`src/rtl/segw_pkg.sv`:
```
// Shared types, codes and the glyph table of the segment LCD character writer.
// Used by the front, queue, back and top level modules; no dependencies.
package segw_pkg;

   localparam int REG_COUNT_DEFAULT = 20;
   localparam int QUEUE_DEPTH       = 2;
   localparam int DIGIT_MAX         = 5;
   localparam int PLANE_STRIDE      = 5;
   localparam int GLYPH_COUNT       = 54;

   localparam logic [1:0] OP_WRITE = 2'd0;
   localparam logic [1:0] OP_FILL  = 2'd1;
   localparam logic [1:0] OP_READ  = 2'd2;

   localparam logic [7:0] FIRST_CODE = 8'h2A;
   localparam logic [7:0] LAST_CODE  = 8'h7A;
   localparam logic [7:0] LOWER_BASE = 8'h61;
   localparam logic [7:0] CASE_BIT   = 8'h20;

   typedef enum logic [1:0] {
      KIND_NONE  = 2'd0,
      KIND_WRITE = 2'd1,
      KIND_FILL  = 2'd2,
      KIND_READ  = 2'd3
   } kind_type;

   typedef struct packed {
      kind_type    kind;
      logic        rejected;
      logic [15:0] pattern;
      logic        odd;
      logic [1:0]  base;
      logic        fill_on;
      logic [4:0]  reg_index;
   } cmd_type;

   localparam logic [15:0] GLYPH_ROM [GLYPH_COUNT] = '{
      16'h0A51, 16'h2A80, 16'h0000, 16'h0A00, 16'h0A51, 16'h0000,
      16'h5559, 16'h0118, 16'h1e11, 16'h1b11, 16'h0b50, 16'h1b41, 16'h1f41, 16'h0111,
      16'h1f51, 16'h1b51,
      16'h0000, 16'h0000, 16'h0000, 16'h0000, 16'h0000, 16'h0000, 16'h0000,
      16'h0f51, 16'h3991, 16'h1441, 16'h3191, 16'h1e41, 16'h0e41, 16'h1d41, 16'h0f50,
      16'h2080, 16'h1510, 16'h8648, 16'h1440, 16'h0578, 16'h8570, 16'h1551, 16'h0e51,
      16'h9551, 16'h8e51, 16'h9021, 16'h2081, 16'h1550, 16'h4448, 16'hc550, 16'hc028,
      16'h2028, 16'h5009,
      16'h0000, 16'h0000, 16'h0000, 16'h0000, 16'h0000
   };

   function automatic logic [15:0] glyph_lookup(input logic [7:0] code);
      logic [7:0]  folded;
      logic [7:0]  idx;
      logic [15:0] result;
      folded = code;
      if (code >= LOWER_BASE) begin
         folded = code & ~CASE_BIT;
      end
      idx = folded - FIRST_CODE;
      result = 16'h0000;
      if ((code inside {[FIRST_CODE:LAST_CODE]}) && idx < 8'(GLYPH_COUNT)) begin
         result = GLYPH_ROM[idx[5:0]];
      end
      return result;
   endfunction

endpackage

```
`src/rtl/segw_front.sv`:
```
// Front end of the segment LCD character writer: accepts request words,
// range-checks them and looks up the glyph. Depends on segw_pkg.
module segw_front import segw_pkg::*; #(
   parameter int REG_COUNT = REG_COUNT_DEFAULT
) (
   input  logic       req_valid,
   output logic       req_stall,
   input  logic [1:0] req_opcode,
   input  logic [7:0] req_char_code,
   input  logic [7:0] req_digit_pos,
   input  logic       req_fill_on,
   input  logic [4:0] req_reg_index,
   input  logic       queue_full,
   output logic       push,
   output cmd_type    push_cmd
);

   always_comb begin
      push_cmd           = '0;
      push_cmd.kind      = KIND_NONE;
      push_cmd.pattern   = glyph_lookup(req_char_code);
      push_cmd.odd       = req_digit_pos[0];
      push_cmd.base      = req_digit_pos[2:1];
      push_cmd.fill_on   = req_fill_on;
      push_cmd.reg_index = req_reg_index;
      case (req_opcode)
         OP_WRITE: begin
            if (req_digit_pos > 8'(DIGIT_MAX)) begin
               push_cmd.rejected = 1'b1;
            end else begin
               push_cmd.kind = KIND_WRITE;
            end
         end
         OP_FILL: begin
            push_cmd.kind = KIND_FILL;
         end
         OP_READ: begin
            if ({1'b0, req_reg_index} >= 6'(REG_COUNT)) begin
               push_cmd.rejected = 1'b1;
            end else begin
               push_cmd.kind = KIND_READ;
            end
         end
         default: begin
            push_cmd.kind = KIND_NONE;
         end
      endcase
   end

   assign req_stall = queue_full;
   assign push      = req_valid & ~queue_full;

endmodule

```
`src/rtl/segw_queue.sv`:
```
// Short command queue between the front and back ends of the character writer.
// Depends on segw_pkg for the command type and depth.
module segw_queue import segw_pkg::*; (
   input  logic    clock,
   input  logic    reset,
   input  logic    push,
   input  cmd_type push_cmd,
   input  logic    pop,
   output logic    full,
   output logic    empty,
   output cmd_type head_cmd
);

   localparam int PTR_W = (QUEUE_DEPTH > 1) ? $clog2(QUEUE_DEPTH) : 1;
   localparam int CNT_W = $clog2(QUEUE_DEPTH + 1);

   cmd_type            slots_ff [QUEUE_DEPTH];
   logic [PTR_W-1:0]   wr_ptr_ff, wr_ptr_in;
   logic [PTR_W-1:0]   rd_ptr_ff, rd_ptr_in;
   logic [CNT_W-1:0]   count_ff, count_in;

   assign full     = (count_ff == CNT_W'(QUEUE_DEPTH));
   assign empty    = (count_ff == '0);
   assign head_cmd = slots_ff[rd_ptr_ff];

   always_comb begin
      wr_ptr_in = wr_ptr_ff;
      rd_ptr_in = rd_ptr_ff;
      count_in  = count_ff;
      if (push) begin
         wr_ptr_in = (wr_ptr_ff == PTR_W'(QUEUE_DEPTH - 1)) ? '0 : wr_ptr_ff + 1'b1;
      end
      if (pop) begin
         rd_ptr_in = (rd_ptr_ff == PTR_W'(QUEUE_DEPTH - 1)) ? '0 : rd_ptr_ff + 1'b1;
      end
      if (push && !pop) begin
         count_in = count_ff + 1'b1;
      end else if (pop && !push) begin
         count_in = count_ff - 1'b1;
      end
   end

   always_ff @(posedge clock) begin
      if (reset) begin
         wr_ptr_ff <= '0;
         rd_ptr_ff <= '0;
         count_ff  <= '0;
      end else begin
         wr_ptr_ff <= wr_ptr_in;
         rd_ptr_ff <= rd_ptr_in;
         count_ff  <= count_in;
      end
   end

   always_ff @(posedge clock) begin
      if (push) begin
         slots_ff[wr_ptr_ff] <= push_cmd;
      end
   end

endmodule

```
`src/rtl/segw_back.sv`:
```
// Back end of the character writer: holds the segment register file, carries
// out queued commands and registers the response word. Depends on segw_pkg.
module segw_back import segw_pkg::*; #(
   parameter int REG_COUNT = REG_COUNT_DEFAULT
) (
   input  logic       clock,
   input  logic       reset,
   input  logic       cmd_empty,
   input  cmd_type    cmd,
   output logic       pop,
   output logic       rsp_valid,
   input  logic       rsp_stall,
   output logic [7:0] rsp_read_data,
   output logic       rsp_rejected
);

   localparam int IDX_W = $clog2(REG_COUNT);

   logic [7:0] regs_ff [REG_COUNT];
   logic [7:0] regs_in [REG_COUNT];
   logic       rsp_valid_ff, rsp_valid_in;
   logic [7:0] rsp_read_data_ff, rsp_read_data_in;
   logic       rsp_rejected_ff, rsp_rejected_in;
   logic [4:0] pos;
   logic [3:0] nib;

   assign pop = ~cmd_empty & (~rsp_valid_ff | ~rsp_stall);

   always_comb begin
      regs_in          = regs_ff;
      rsp_valid_in     = rsp_valid_ff & rsp_stall;
      rsp_read_data_in = rsp_read_data_ff;
      rsp_rejected_in  = rsp_rejected_ff;
      pos              = '0;
      nib              = '0;
      if (pop) begin
         rsp_valid_in     = 1'b1;
         rsp_read_data_in = 8'h00;
         rsp_rejected_in  = cmd.rejected;
         case (cmd.kind)
            KIND_WRITE: begin
               for (int k = 0; k < 4; k++) begin
                  pos = 5'(cmd.base) + 5'(PLANE_STRIDE * k);
                  nib = cmd.pattern[4*k +: 4];
                  if ({1'b0, pos} < 6'(REG_COUNT)) begin
                     if (cmd.odd) begin
                        regs_in[pos[IDX_W-1:0]] = {nib, regs_ff[pos[IDX_W-1:0]][3:0]};
                     end else begin
                        regs_in[pos[IDX_W-1:0]] = {regs_ff[pos[IDX_W-1:0]][7:4], nib};
                     end
                  end
               end
            end
            KIND_FILL: begin
               for (int i = 0; i < REG_COUNT; i++) begin
                  regs_in[i] = cmd.fill_on ? 8'hFF : 8'h00;
               end
            end
            KIND_READ: begin
               rsp_read_data_in = regs_ff[cmd.reg_index[IDX_W-1:0]];
            end
            default: begin
               rsp_read_data_in = 8'h00;
            end
         endcase
      end
   end

   always_ff @(posedge clock) begin
      if (reset) begin
         rsp_valid_ff <= 1'b0;
         for (int i = 0; i < REG_COUNT; i++) begin
            regs_ff[i] <= 8'h00;
         end
      end else begin
         rsp_valid_ff <= rsp_valid_in;
         regs_ff      <= regs_in;
      end
   end

   always_ff @(posedge clock) begin
      rsp_read_data_ff <= rsp_read_data_in;
      rsp_rejected_ff  <= rsp_rejected_in;
   end

   assign rsp_valid     = rsp_valid_ff;
   assign rsp_read_data = rsp_read_data_ff;
   assign rsp_rejected  = rsp_rejected_ff;

endmodule

```
`src/rtl/segment_lcd_char_writer_core.sv`:
```
// Top level of the segment LCD character writer: front end, command queue and
// back end with the segment register file. Depends on segw_pkg and its modules.
//
// Usage: request words arrive on req_* (valid/stall). Opcode write maps
// req_char_code to a fourteen-segment glyph and merges its four nibbles into
// the register file for digit req_digit_pos; fill sets every register to
// 0xFF or 0x00; read returns register req_reg_index. Every request yields
// exactly one response word on rsp_*, in order, with rsp_rejected set when
// the digit or register index is out of range.
// The command waits in the two-entry queue and the back end registers the response
// word at the edge where it pops the command.
// While rsp_stall is low, throughput is one word per cycle; the back end
// executes one command per cycle on the register file.
// Reset clears the queue, the response valid flag and all segment registers.
// When the receiver holds rsp_stall, the response holds, the queue fills,
// and req_stall rises once both queue entries are taken.
module segment_lcd_char_writer_core import segw_pkg::*; #(
   parameter int REG_COUNT = REG_COUNT_DEFAULT
) (
   input  logic       clock,
   input  logic       reset,
   input  logic       req_valid,
   output logic       req_stall,
   input  logic [1:0] req_opcode,
   input  logic [7:0] req_char_code,
   input  logic [7:0] req_digit_pos,
   input  logic       req_fill_on,
   input  logic [4:0] req_reg_index,
   output logic       rsp_valid,
   input  logic       rsp_stall,
   output logic [7:0] rsp_read_data,
   output logic       rsp_rejected
);

   logic    queue_full;
   logic    queue_empty;
   logic    push;
   logic    pop;
   cmd_type push_cmd;
   cmd_type head_cmd;

   segw_front #(.REG_COUNT(REG_COUNT)) u_front (
      .req_valid     (req_valid),
      .req_stall     (req_stall),
      .req_opcode    (req_opcode),
      .req_char_code (req_char_code),
      .req_digit_pos (req_digit_pos),
      .req_fill_on   (req_fill_on),
      .req_reg_index (req_reg_index),
      .queue_full    (queue_full),
      .push          (push),
      .push_cmd      (push_cmd)
   );

   segw_queue u_queue (
      .clock    (clock),
      .reset    (reset),
      .push     (push),
      .push_cmd (push_cmd),
      .pop      (pop),
      .full     (queue_full),
      .empty    (queue_empty),
      .head_cmd (head_cmd)
   );

   segw_back #(.REG_COUNT(REG_COUNT)) u_back (
      .clock         (clock),
      .reset         (reset),
      .cmd_empty     (queue_empty),
      .cmd           (head_cmd),
      .pop           (pop),
      .rsp_valid     (rsp_valid),
      .rsp_stall     (rsp_stall),
      .rsp_read_data (rsp_read_data),
      .rsp_rejected  (rsp_rejected)
   );

   a_reset_clears_rsp: assert property (@(posedge clock) reset |=> !rsp_valid)
      else $error("response valid after reset");

   a_rejected_no_data: assert property (@(posedge clock) disable iff (reset)
      rsp_valid && rsp_rejected |-> rsp_read_data == 8'h00)
      else $error("rejected response carries data");

   a_queue_state: assert property (@(posedge clock) disable iff (reset)
      !(queue_full && queue_empty))
      else $error("queue both full and empty");

   a_pop_needs_room: assert property (@(posedge clock) disable iff (reset)
      pop |=> rsp_valid)
      else $error("popped command produced no response");

endmodule

```
`config.mk`:
```
export PLATFORM = sky130hd
export DESIGN_NAME = segment_lcd_char_writer_core
export DESIGN_NICKNAME = d
export VERILOG_FILES = /design/src/rtl/segw_pkg.sv /design/src/rtl/segw_front.sv /design/src/rtl/segw_queue.sv /design/src/rtl/segw_back.sv /design/src/rtl/segment_lcd_char_writer_core.sv
export SDC_FILE = /design/constraint.sdc
export NUM_CORES = 1
export LEC_CHECK = 0
export ABC_CLOCK_PERIOD_IN_PS = 6000
export BUFFER_PORTS_ARGS = -buffer_cell sky130_fd_sc_hd__buf_2
export CORE_ASPECT_RATIO = 1.4
export CORE_MARGIN = 4
export CORE_UTILIZATION = 50
export DETAILED_ROUTE_END_ITERATION = 12
export HOLD_SLACK_MARGIN = 0.1
export PLACE_DENSITY_LB_ADDON = 0.15
export SLEW_MARGIN = 20
export SYNTH_ARGS = -nofsm -noshare
export SYNTH_HDL_FRONTEND = slang
export SYNTH_HIERARCHICAL = 1
export SYNTH_SLANG_ARGS = --single-unit
```
`constraint.sdc`:
```
create_clock -name clock -period 6 [get_ports clock]
set_input_delay 1.2 -clock clock [delete_from_list [all_inputs] [get_ports clock]]
set_output_delay 1.2 -clock clock [all_outputs]
set_load 0.05 [all_outputs]
```
## After elaboration in Yosys (flattened, before gate mapping)

Memories as Yosys holds them, arrays and structs flattened. A register that Yosys moved wholly into a read port is not among the register bits.
Index checks and enable logic that the tools add are counted.

| word-level totals | value |
|---|---|
| bits in registers | 174 |
| RAM bits | 56 |
| ROM bits | 1,024 |
| bits of input ports | 28 |
| output and inout port bits | 11 |
| word-level logic and storage cells | 157 |
| memories | 2 |

Memories:

| name | words | width | read ports | clocked after Yosys merged registers in | wr ports | RTL line | RTL |
|---|---|---|---|---|---|---|---|
| (no name shown) | 64 | 16 | 1 | 0 | 0 | segw_pkg.sv:60 | `result = GLYPH_ROM[idx[5:0]];` |
| u_queue.slots_ff | 2 | 28 | 1 | 1 | 1 | segw_queue.sv:17 | `cmd_type slots_ff [QUEUE_DEPTH];` |

| operators by class | value |
|---|---|
| $add $sub $neg | 8 |
| order comparisons | 20 |
| equality and inequality tests | 6 |
| multiplexer cells | 66 |
| bitwise gates (word level) | 14 |
| reductions and logical operators | 15 |

Operator list:

| cell | number |
|---|---|
| 2-to-1 mux 160 bit | 14 |
| bitwise mux 160 bit | 8 |
| case mux 160 bit (2 select lines) | 1 |
| binary-select mux 8 bit (select 5 bit) | 5 |
| demux 8 bit (select 5 bit) | 4 |
| 2-to-1 mux 8 bit | 15 |
| 2-to-1 mux 16 bit | 3 |
| greater-or-equal comparator 6 bit, second input constant | 5 |
| < comparator 6 x 1 -> 1 bit, second input constant | 4 |
| inverter 5 -> 6 bit | 4 |
| < comparator 5 bit, second input constant | 3 |
| adder 2 x 4 -> 5 bit, second input constant | 2 |
| 2-to-1 mux 1 bit | 10 |
| == test 2 bit, second input constant | 4 |
| greater-or-equal comparator 8 x 6 -> 1 bit, second input constant | 1 |
| greater-or-equal comparator 8 x 7 -> 1 bit, second input constant | 1 |
| greater-than comparator 8 x 3 -> 1 bit, second input constant | 1 |
| less-or-equal comparator 8 x 7 -> 1 bit, second input constant | 1 |
| logical AND 1 bit | 8 |
| < comparator 8 x 6 -> 1 bit, second input constant | 1 |
| subtractor 8 x 6 -> 8 bit, second input constant | 1 |
| greater-or-equal comparator 7 bit, second input constant | 1 |
| inverter 6 -> 7 bit | 1 |
| 2-to-1 mux 2 bit | 3 |
| other kinds (18) | 28 |

## Logic depth before layout (Yosys ltp)

Gate-level depths: netlist (run 1).

| logic depth | value |
|---|---|
| depth after elaboration | 24 |
| mapped depth | 14 |
| mapped depth without buffers | 7 |

## Hierarchy

The synthesis (run 1) kept the hierarchy.

Modules (own cells, without submodules):

| module | times used | cells an instance | area an instance (µm²) | seq. area each (µm²) |
|---|---|---|---|---|
| segw_back | 1 | 1,255 | 11,353.4 | 3,493.4 |
| segw_queue | 1 | 109 | 2,232.1 | 1,781.7 |
| segw_front | 1 | 209 | 1,395.1 | 0.0 |

## Worst setup path before layout (run 1)

Ideal clock, no wire load.

| path | value |
|---|---|
| kind | register -> register |
| start point | reg (tool-made name) |
| end point | reg u_back/regs_ff[50] (netlist name) |
| library setup time | 0.127 ns |
| arrival time | 3.188 ns |
| data required time | 5.873 ns |
| slack | 2.685 ns |
| stages on the path, launching flop included | 15 |
| path buffers | 7 |
| period minus slack after synthesis | 3.315 ns |
| cells stage by stage | dfxtp_1 buf_2 buf_6 mux2_2 buf_6 buf_6 inv_1 ha_1 buf_6 buf_2 buf_4 mux4_2 a22oi_1 nor2_1 or3_1 |

RTL lines:

| item | RTL line | RTL |
|---|---|---|
| end signal, assigned | segw_back.sv:77 | `regs_ff <= regs_in;` |
| end, declared | segw_back.sv:19 | `logic [7:0] regs_ff [REG_COUNT];` |

==> metrics.md, run 1 <==
| Metric | Value |
|---|---|
| Status | completed |
| Worst setup SP type | register |
| Crit path cell chain | buf_4 > mux2_2 > inv_1 > ha_1 > buf_4 > mux4_2 > mux2_2 > a221o_1 > a22o_1 |
| Critical path fanouts, max | 27 |
| Number of cells produced by synthesis | around 1.6k |
| Fmax | between 0.2 and 0.3 GHz |
| Worst path max stage delay | about 0.63 ns |
| Share of post-route cells with drive strength above 1 | 16.9% |
| Final Critical Period | between 3 and 4 ns |
| Max-cap viol count | 0 |
| Number of buffers inserted by hold repair at cts | 0 |
| Critical Path Stages | 9 |
| Tcrit/Tclk final | between 60% and 70% |
| Antenna violations before repair | 0 |
| Ant. Diodes | 0 |
| Number of max-slew violations in the final report | 0 |
| Number of enable-type register cells in the synthesized netlist | between 60 and 70 |
| Slew headroom | around 15% |
| Required time reported for the critical path endpoint | 6.44 ns |
| Quantity of I/O buffers inserted on ports | 38 |
| Register area share after synthesis | between 30% and 40% |
| Worst skew pair latency | between 0.5 and 0.6 ns |
| Metal-1 WL | 19500 um |
| Detailed-routing iteration count for the pre-antenna-repair pass | 8 |
| Total negative setup slack | 0 ns |
| Worst supply voltage drop on vdd | 0.254 mV |
| Critical Path Sink Type | register |
| Ys async rst share | 0% |
| Inserted Clock Buffers | 25 |
| Number of fillers in the final layout | between 2k and 3k |
| Via density per instance | a little over 7 |
| Core Rows | 74 |
| Die width | between 150 and 200 um |
| Met2 wire length | approximately 25000 um |
| Top Layer Used | met4 |
| Worst-Margin Slew | approximately 1.3 ns |
| Total die area | about 33000 sq um |
| Yosys warning count | 6 |
| Worst R2R Path Depth | 9 |
| Via count | ~14k |
| DRC violation count after routing | 0 |
| I/O pins | 39 |
| Kind of cell with the highest combined delay on the critical path | multiplexers |
| Worst-case clock buffer depth | 3 |
| P per Cell Area | about 500 nW/um^2 |
| Data arrival, critical path | 4.41 ns |
| CP Buf/Inv Count | 3 |
| Overflow left after global routing | 0 |
| Top flip-flop cell by instance count after synthesis | sky130_fd_sc_hd__dfxtp_1 |
| CTS H-tree lvls | 1 |
| Cell count after placement | 1881 |
| CTS clock-pin slew for the worst setup and hold paths | ~0.06 ns |
| Wire length reported by the detailed router | about 54000 um |
| Maximum number of pins on one net before global-route repair | 65 |
| Total routing resource utilization after global routing | about 32% |
| Highest-delay cell along the critical path | sky130_fd_sc_hd__ha_1 |
| Drt initial violations | between 1.5k and 2k |
| Resize count post-CTS | 0 |
| Layout net count | 1578 |
| RSZ-0062 raised after global routing | false |
| Clock Sinks | between 200 and 250 |
| Layout area overhead | 6.84% |
| Initial core utilization | between 50% and 60% |
| Placed wire-length estimate after detailed placement | between 30000 and 40000 um |
| P_leak | between 0.005 and 0.006 uW |
| Cell at the root of the clock tree | sky130_fd_sc_hd__clkbuf_16 |
| Hold path depth | 2 |
| Fin util | 54.5% |
| Classification of the worst-slack hold path | register to register |
| Post-synthesis cell area | between 10000 and 15000 sq um |
| Weighted congestion reported at the end of routability-driven placement | roughly 1 |
| Mean instance size in the synthesized netlist | 9.52 sq um |
| Final Non-Filler Cells | between 1.5k and 2k |
| Core area | just under 30000 sq um |
| Critical path class | register to register |
| Clock tree from TritonCTS | built |
| Yosys reg bits | between 200 and 250 |
| Endpoints failing hold | 0 |
| Wire length of the first global-routing pass | 82000 um |
| Min Hold Slack | between 0.4 and 0.5 ns |
| Wire length on met3 | 5150 um |
| Final setup fails | 0 |
| Average wire per standard cell | around 28 um |
| Count of unique library cells instantiated by Yosys | 85 |
| Number of setup buffers added after CTS | 0 |
| Final clock skew | approximately 0.018 ns |
| Post-DRT Antenna Nets | 0 |
| Die H | about 210 um |
| Vias in the first global route | 13.4k |
==> tightest hold or removal path, delay by kind of cell, from the launching register on <==
family          cells  cell delay (ns)
simple gates        1             0.06
flops               1             0.32
compound gates      1             0.06
==> path summary, 6_finish.rpt <==
| kind | start | to | slack [ns] |
|---|---|---|---|
| min | u_back/regs_ff[13]$_SDFFE_PP0P_ | u_back/regs_ff[13]$_SDFFE_PP0P_ | 0.48 |
| max | register | u_back/regs_ff[105]$_SDFFE_PP0P_ | 2.03 |
| max reg2reg | register | u_back/regs_ff[105]$_SDFFE_PP0P_ | 2.03 |
| min reg2reg | u_back/regs_ff[13]$_SDFFE_PP0P_ | u_back/regs_ff[13]$_SDFFE_PP0P_ | 0.48 |
==> cell families after synthesis <==
kind of cell / after synthesis / synth area share, %
buffers and inverters: 169 / 5.54
and+or+nand+nor: 392 / 12.9
adders and majority gates: 22 / 1.84
xor gates and xnor gates: 9 / 0.526
AOI/OAI and AO/OA: 542 / 23.4
muxes: 207 / 20.6
other: 1 / 0.0250
DFF: 231 / 35.2
==> placed cells by master (no fill, tap or decap), types with 10 or more instances in the layout <==
cell                        netlist  final
sky130_fd_sc_hd__o211ai_1        10     10
sky130_fd_sc_hd__dfxtp_1        166    166
sky130_fd_sc_hd__o21ai_1         13     11
sky130_fd_sc_hd__inv_1           21     21
sky130_fd_sc_hd__mux2i_1         84     84
sky130_fd_sc_hd__nand2_1        122    122
sky130_fd_sc_hd__ha_1            22     21
sky130_fd_sc_hd__mux4_2          73     73
sky130_fd_sc_hd__o221ai_1        12     12
sky130_fd_sc_hd__a22oi_1         13     13
sky130_fd_sc_hd__o21ai_0        115    115
sky130_fd_sc_hd__nor3_1          16     16
sky130_fd_sc_hd__a31oi_1         52     52
sky130_fd_sc_hd__nor2_1          83     83
sky130_fd_sc_hd__a211oi_1        44     44
sky130_fd_sc_hd__edfxtp_1        65     65
sky130_fd_sc_hd__or3_1           23     23
sky130_fd_sc_hd__nand3_1         44     44
sky130_fd_sc_hd__and2_1          11     11
sky130_fd_sc_hd__mux2_2          45     44
sky130_fd_sc_hd__clkbuf_16        0     26
sky130_fd_sc_hd__buf_2           44     37
sky130_fd_sc_hd__a21oi_1        140    139
sky130_fd_sc_hd__buf_4           17     37
sky130_fd_sc_hd__o22ai_1         37     37
sky130_fd_sc_hd__nand2b_1        16     16
sky130_fd_sc_hd__nor2b_1         29     28
==> state kept, by name, summed over array words and instances (netlist names), named ones only <==
| register | flops |
|---|---|
| u_back/regs_ff | 160 |
| u_queue/slots_ff | 56 |
| u_back/rsp_read_data | 8 |
| u_queue/count_ff | 2 |
| u_back/rsp_rejected | 1 |
| u_back/rsp_valid | 1 |
| u_queue/rd_ptr_ff | 1 |
| u_queue/wr_ptr_ff | 1 |
==> per-layer routing <==
layer  vias to the layer above  GRT usage (%)
met3                       259           5.33
li1                       5975              -
met1                      6650           39.6
met2                       960           53.1
met5                         -              0
met4                         0           20.4
==> through the flow <==
| step | power, uW | area [sq um] | worst slack [ns] |
|---|---|---|---|
| final | 8000 | 16000 | 2.03 |
| after global routing | 8310 | 16000 | 1.80 |
| after CTS | 7850 | 16000 | 2.06 |
| after detailed placement | 6330 | 15200 | 1.71 |
| after global placement | 6280 | 15200 | 1.88 |
| after floorplan | 5110 | 15000 | 2.69 |
==> layout make-up <==
cell class                      count  area (sq um)  area share, %
Tap cell                          380           475           2.97
Sequential cell                   231          5280           33.0
Timing Repair Buffer               74           463           2.89
Multi-Input combinational cell   1174          8920           55.7
Inverter                           22          82.6          0.516
Clock buffer                       36           708           4.42
Clock inverter                     10          82.6          0.516
==> cell usage after synthesis (all sizes together) (9+ instances only) <==
cell,count,area [sq um]
or3,23,144
nor3,18,100
and2,11,68.8
a22oi,19,173
o21ai,128,641
o22ai,37,231
a2bb2oi,10,100
nor2b,30,195
a31oi,52,325
mux4,75,1700
o211ai,10,75.1
buf,78,488
nand2,122,458
a211oi,45,350
clkbuf,69,259
dfxtp,166,3320
nand3,44,220
nor2,85,324
mux2i,86,868
a21oi,140,701
edfxtp,65,1950
mux2,46,522
o221ai,12,105
a2111oi,9,80.1
inv,21,78.8
ha,22,275
nand2b,16,100
==> where the power goes <==
group          switching [uW]  total, uW  internal [uW]
clock                     654       1520            864
combinational            2620       4000           1390
sequential                448       2480           2030
total                    3720       8000           4280
Power figures use the tool's default switching activity.
==> run 2: changes to the inputs <==
- ABC_CLOCK_PERIOD_IN_PS: 6000 -> 4200
- clock period: 6 -> 4.2 ns (I/O delays scaled with it)
==> run 2 against run 1 <==
Sequential power rose by 42%. Die area stayed put. Design area is 1.5% higher. Largest power group unchanged.
==> metrics.md, run 2 (synthesis gave the netlist of run 1 again) <==
| Metric | Value |
|---|---|
| Initial core utilization | 51.0% (unchanged) |
| Status | completed |
| Worst R2R Path Depth | 7 (-2) |
| Die width | 154 um (unchanged) |
| Detailed-routing iteration count for the pre-antenna-repair pass | 7 (-1) |
| Weighted congestion reported at the end of routability-driven placement | 0.980 (-1.7%) |
| Inserted Clock Buffers | 25 (unchanged) |
| Worst supply voltage drop on vdd | 0.568 mV (+120%) |
| Switching power as a share of total power | 46.0% (-0.54 points) |
| Drt initial violations | 1562 (-20%) |
| Hold path depth | 1 (-1) |
| Max FFs per register | 160 (unchanged) |
| P per Cell Area | 717 nW/um^2 (+43%) |
| Worst-Margin Slew | 1.12 ns (-0.136 ns) |
| Share of power burned in the clock network | 19.9% (+0.9 points) |
| Clock Sinks | 231 (unchanged) |
| CTS clock-pin slew for the worst setup and hold paths | 0.07 ns (about the same) |
| Share of total power in sequential cells | 30.2% (-0.8 points) |
| Tcrit/Tclk final | 81.5% (+15 points) |
| Highest-delay cell along the critical path | sky130_fd_sc_hd__ha_2 |
| P_leak | 0.00570 uW (+2.9%) |
| Layout area overhead | 8.45% |
| Final Critical Period | 3.42 ns (-0.543 ns) |
| Worst setup SP type | register |
| Crit path cell chain | mux2_4 > buf_4 > ha_2 > nand2_1 > mux2_2 > a2111oi_0 > a311oi_1 |
| Leading cell type in the layout, fill and taps excluded | sky130_fd_sc_hd__dfxtp_1 |
| Startpoint of the lowest-slack hold path | req_fill_on |
| Worst setup path endpoint | u_back/regs_ff[64]$_SDFFE_PP0P_ |
| Quantity of I/O buffers inserted on ports | 38 (unchanged) |
| Average wire per standard cell | 28.0 um (-0.54%) |
| Final clock skew | 0.0216 ns (+0.00351 ns) |
| Wire length of the first global-routing pass | 83200 um (+1.4%) |
| Cell internal pwr | 6290 uW (+47%) |
| Die H | 213 um (unchanged) |
| Resize count post-CTS | 0 (unchanged) |
| Setup slack of the worst register-to-register path | 0.78 ns (-1.26 ns) |
| CTS H-tree lvls | 1 (unchanged) |
| Post-DRT Antenna Nets | 0 (unchanged) |
| Largest register by flop count | u_back/regs_ff |
| Data arrival, critical path | 3.84 ns (-0.57 ns) |
| Critical path class | register to register |
| Classification of the worst-slack hold path | input pin to register |
| Placed wire-length estimate after detailed placement | 38500 um (+1.8%) |
| Layout net count | 1603 (+1.6%) |
| I/O pins | 39 (unchanged) |
| Most used cells in the layout excluding fill and tap cells | sky130_fd_sc_hd__dfxtp_1 (166), sky130_fd_sc_hd__a21oi_1 (139), sky130_fd_sc_hd__nand2_1 (122) |
| Required time reported for the critical path endpoint | 4.62 ns (-1.82 ns) |
| DRC violation count after routing | 0 (unchanged) |
| Core area | 29400 sq um (unchanged) |
| Final setup fails | 0 (unchanged) |
| Worst-case clock buffer depth | 3 (unchanged) |
| Total negative setup slack | 0 ns (unchanged) |
| Overflow left after global routing | 0 (unchanged) |
| Critical Path Sink Type | register |
| Cell at the root of the clock tree | sky130_fd_sc_hd__clkbuf_16 |
| Vias in the first global route | 13.6k (+1.6%) |
| Ant. Diodes | 0 (unchanged) |
| Total routing resource utilization after global routing | 32.6% (+0.31 points) |
| Number of buffers inserted by hold repair at cts | 0 (unchanged) |
| Core Rows | 74 (unchanged) |
| Min Hold Slack | 0.459 ns (-0.0248 ns) |
| Critical path fanouts, max | 31 (+15%) |
| RSZ-0062 raised after global routing | false |
| Maximum number of pins on one net before global-route repair | 71 (+9.2%) |
| Fmax | 0.292 GHz (+16%) |
| Share of post-route cells with drive strength above 1 | 18.3% (+1.4 points) |
| Worst path max stage delay | 0.72 ns (+0.09 ns) |
| Net switching component of the power | 5350 uW (+44%) |
| Wire length reported by the detailed router | 54600 um (+0.75%) |
| Slew headroom | 24.7% (+9.2 points) |
| Cell area after layout | 16200 sq um (+1.5%) |
| Part of the total power dissipated in combinational logic | 49.9% (-0.2 points) |
| Number of fillers in the final layout | 2633 (+0.27%) |
| Placed cell area | 15400 sq um (+1.4%) |
| Via density per instance | 7.11 (-1.0%) |
| Worst skew pair latency | 0.58 ns (+0.03 ns) |
| Via count | 13.9k (+0.25%) |
| Clock tree from TritonCTS | built |
| Antenna violations before repair | 0 (unchanged) |
| Worst reg2reg path endpoint | u_back/regs_ff[64]$_SDFFE_PP0P_ |
| Endpoints failing hold | 0 (unchanged) |
| Total die area | 32800 sq um (unchanged) |
| Number of max-slew violations in the final report | 0 (unchanged) |
| Number of setup buffers added after CTS | 0 (unchanged) |
| Max-cap viol count | 0 (unchanged) |
## run 2: critical path: cells and delay by family, from the launching register on
family | cells | cell delay (ns)
buffers and inverters | 1 | 0.49
and+or+nand+nor | 1 | 0.46
adders and majority gates | 1 | 0.72
AOI/OAI and AO/OA | 2 | 0.53
muxes | 2 | 0.59
DFF | 1 | 0.45
## run 2: power groups by stage
| stage | combinational (uW) | sequential [uW] | clock, uW |
|---|---|---|---|
| after global routing | 6120 | 3560 | 2430 |
| after CTS | 5650 | 3470 | 2340 |
| after global placement | 5560 | 3500 | 0 |
| final | 5810 | 3520 | 2320 |
| after detailed placement | 5630 | 3500 | 0 |
| after floorplan | 3880 | 3410 | 0 |
## run 2: through the flow
stage / total power [uW] / setup WS (ns) / instances / util (%)
global placement: 9060 / 0.812 / 1906 / 52.5
floorplan: 7290 / 0.885 / 1574 / -
finish: 11600 / 0.776 / 1952 / 55.4
global route: 12100 / 0.508 / 1952 / 55.4
detailed placement: 9140 / 0.702 / 1906 / 52.5
CTS: 11500 / 0.844 / 1952 / 55.4
## run 2: worst min-delay path by stage
stage / end / slack (ns)
after floorplan: u_back/regs_ff[94]$_SDFFE_PP0P_ / 0.44
after global placement: u_back/regs_ff[13]$_SDFFE_PP0P_ / 0.46
after detailed placement: u_back/regs_ff[19]$_SDFFE_PP0P_ / 0.47
after CTS: u_queue/slots_ff[1][5]$_DFFE_PP_ / 0.45
after global routing: u_queue/slots_ff[0][0]$_DFFE_PP_ / 0.46
final: u_queue/slots_ff[0][5]$_DFFE_PP_ / 0.46
## run 2: per-layer routing
layer / part of all wire [%] / GRT usage [%] / wire, um / up-vias
li1: - / - / - / 6045
met1: 35 / 38.5 / 19300 / 6705
met2: 48 / 55.1 / 26200 / 883
met3: 9.1 / 5.70 / 4960 / 245
met4: 7.5 / 20.5 / 4120 / 0
met5: 0 / 0 / 0 / -
## run 2: final cells by class
class,count,area [sq um],share of cell area [%]
flip-flops and latches,231,5280,32.5
inverters,22,82.6,0.508
multi-input cells,1174,8890,54.7
repair buffers,99,676,4.16
well taps,380,475,2.93
clock inverters,10,134,0.824
clock buffers,36,712,4.38
==> run 3: changes to the inputs <==
- ABC_CLOCK_PERIOD_IN_PS: 4200 -> 3000
- clock period: 4.2 -> 3 ns (I/O delays scaled with it)
==> run 3 against run 2 <==
Via count rose by 2.4%. Global-route usage rose by 0.92 points. Total power rose by 46%. Cell count rose by 3.9%. Maximum frequency rose by 20%. Setup slack got worse by 0.63 ns. Routed wire length rose by 2.6%. Utilization rose by 2.6 points. Sequential cell count did not move. Largest cell class unchanged. Largest power group unchanged. Highest routed layer unchanged.
==> metrics.md, run 3 (synthesis gave the netlist of run 1 again) <==
| Metric | Value |
|---|---|
| Final setup fails | 0 (unchanged) |
| Initial core utilization | 51.0% (unchanged) |
| Crit path cell chain | mux2_4 > clkinvlp_4 > buf_4 > ha_1 > buf_12 > nand2b_1 > nor3_1 > nand3_1 > a31oi_1 |
| Die width | 154 um (unchanged) |
| RSZ-0062 raised after global routing | false |
| Worst-case clock buffer depth | 3 (unchanged) |
| Core area | 29400 sq um (unchanged) |
| CTS H-tree lvls | 1 (unchanged) |
| Weighted congestion reported at the end of routability-driven placement | 0.976 (-0.40%) |
| Maximum number of pins on one net before global-route repair | 46 (-35%) |
| Post-DRT Antenna Nets | 0 (unchanged) |
| Final clock skew | 0.0140 ns (-0.00751 ns) |
| Number of fillers in the final layout | 2582 (-1.9%) |
| Max FFs per register | 160 (unchanged) |
| Required time reported for the critical path endpoint | 3.47 ns (-1.15 ns) |
| Data arrival, critical path | 3.32 ns (-0.52 ns) |
| Worst setup SP type | register |
| Wire length reported by the detailed router | 56000 um (+2.6%) |
| Worst skew pair latency | 0.55 ns (-0.03 ns) |
| Endpoints failing hold | 0 (unchanged) |
| Antenna violations before repair | 0 (unchanged) |
| P_leak | 0.00614 uW (+7.7%) |
| Average wire per standard cell | 27.6 um (-1.3%) |
| Layout area overhead | 13.6% |
| Slew headroom | 41.3% (+17 points) |
| Via density per instance | 7.00 (-1.5%) |
| Critical Path Sink Type | register |
| Core Rows | 74 (unchanged) |
| Share of post-route cells with drive strength above 1 | 22.6% (+4.3 points) |
| Fmax | 0.351 GHz (+20%) |
| Worst path max stage delay | 0.61 ns (-0.11 ns) |
| Total routing resource utilization after global routing | 33.5% (+0.92 points) |
| Status | completed |
| Die H | 213 um (unchanged) |
| Worst-Margin Slew | 0.878 ns (-0.244 ns) |
| Classification of the worst-slack hold path | input pin to register |
| Overflow left after global routing | 0 (unchanged) |
| Number of setup buffers added after CTS | 0 (unchanged) |
| Placed wire-length estimate after detailed placement | 40900 um (+6.2%) |
| I/O pins | 39 (unchanged) |
| Highest-delay cell along the critical path | sky130_fd_sc_hd__nor3_1 |
| Most used cells in the layout excluding fill and tap cells | sky130_fd_sc_hd__dfxtp_1 (166), sky130_fd_sc_hd__a21oi_1 (139), sky130_fd_sc_hd__buf_4 (124) |
| CTS clock-pin slew for the worst setup and hold paths | 0.07 ns (about the same) |
| Cell at the root of the clock tree | sky130_fd_sc_hd__clkbuf_16 |
| Via count | 14.2k (+2.4%) |
| Final Critical Period | 2.85 ns (-0.571 ns) |
| Tcrit/Tclk final | 95.1% (+14 points) |
| Leading cell type in the layout, fill and taps excluded | sky130_fd_sc_hd__dfxtp_1 |
| Total negative setup slack | 0 ns (unchanged) |
| Layout net count | 1680 (+4.8%) |
| Drt initial violations | 1322 (-15%) |
| Inserted Clock Buffers | 26 (+4.0%) |
| Critical path class | register to register |
| Max-cap viol count | 0 (unchanged) |
| Clock Sinks | 231 (unchanged) |
| Quantity of I/O buffers inserted on ports | 38 (unchanged) |
| Min Hold Slack | 0.235 ns (-0.224 ns) |
| Ant. Diodes | 0 (unchanged) |
| P per Cell Area | 999 nW/um^2 (+39%) |
| Worst supply voltage drop on vdd | 0.583 mV (+2.7%) |
| Critical path fanouts, max | 33 (+6.5%) |
| Total die area | 32800 sq um (unchanged) |
| Largest register by flop count | u_back/regs_ff |
| Wire length of the first global-routing pass | 85100 um (+2.3%) |
| Clock tree from TritonCTS | built |
| Number of max-slew violations in the final report | 0 (unchanged) |
| Detailed-routing iteration count for the pre-antenna-repair pass | 9 (+2) |
| Fin util | 58.0% (+2.6 points) |
| DRC violation count after routing | 0 (unchanged) |
| Vias in the first global route | 14.1k (+3.6%) |
[run 3: layer usage]
metal	global-route usage, %	wire, um	vias up
met4	24.2	4830	0
met3	5.19	4370	272
met2	57.5	27400	880
met1	38.0	19500	6866
li1	-	-	6189
met5	0	0	-
[run 3: where the power goes]
part           switching (uW)  internal, uW
sequential                910          4050
clock                    1430          1840
combinational            5340          3420
[run 3: timing repair]
item	4_1_cts	5_1_grt
gates resized for setup	0	2
endpoints found under the setup margin	0	3
hold buffers	0	0
[run 3: critical path: cells and delay by family, from the launching register on]
family / cells / cell delay, ns
compound gates: 1 / 0.21
fa+ha+maj: 1 / 0.23
buf+inv: 3 / 0.58
flops: 1 / 0.44
mux: 1 / 0.36
simple gates: 3 / 0.93
[run 3: per-stage QoR]
| step | setup slack [ns] | instances | total power (uW) | instance area, sq um |
|---|---|---|---|---|
| 2_1_floorplan | -0.0362 | 1574 | 10300 | 15000 |
| 3_3_place_gp | 0.0267 | 1982 | 13400 | 16100 |
| 3_5_place_dp | 0.0833 | 1982 | 13500 | 16100 |
| 4_1_cts | 0.124 | 2029 | 16800 | 17000 |
| 5_1_grt | 0.0108 | 2029 | 17700 | 17000 |
| 6_report | 0.147 | 2029 | 17000 | 17000 |
[run 3: path summary, 6_finish.rpt]
path / startpoint / to / slack [ns] / depth (start not counted)
worst max-delay path: register / u_back/regs_ff[119]$_SDFFE_PP0P_ / 0.15 / 9
worst min register to register: u_back/regs_ff[11]$_SDFFE_PP0P_ / u_back/regs_ff[11]$_SDFFE_PP0P_ / 0.48 / 2
worst min-delay path: req_reg_index[0] / u_queue/slots_ff[1][0]$_DFFE_PP_ / 0.24 / 1
worst max register to register: register / u_back/regs_ff[119]$_SDFFE_PP0P_ / 0.15 / 9
[run 3: layout make-up]
| class | instances | area (sq um) | area share, % |
|---|---|---|---|
| clock buffers | 28 | 679 | 3.99 |
| multi-input cells | 1174 | 8920 | 52.4 |
| clock inverters | 19 | 191 | 1.12 |
| inverters | 22 | 86.3 | 0.507 |
| well taps | 380 | 475 | 2.79 |
| flip-flops and latches | 231 | 5280 | 31.0 |
| repair buffers | 175 | 1390 | 8.15 |
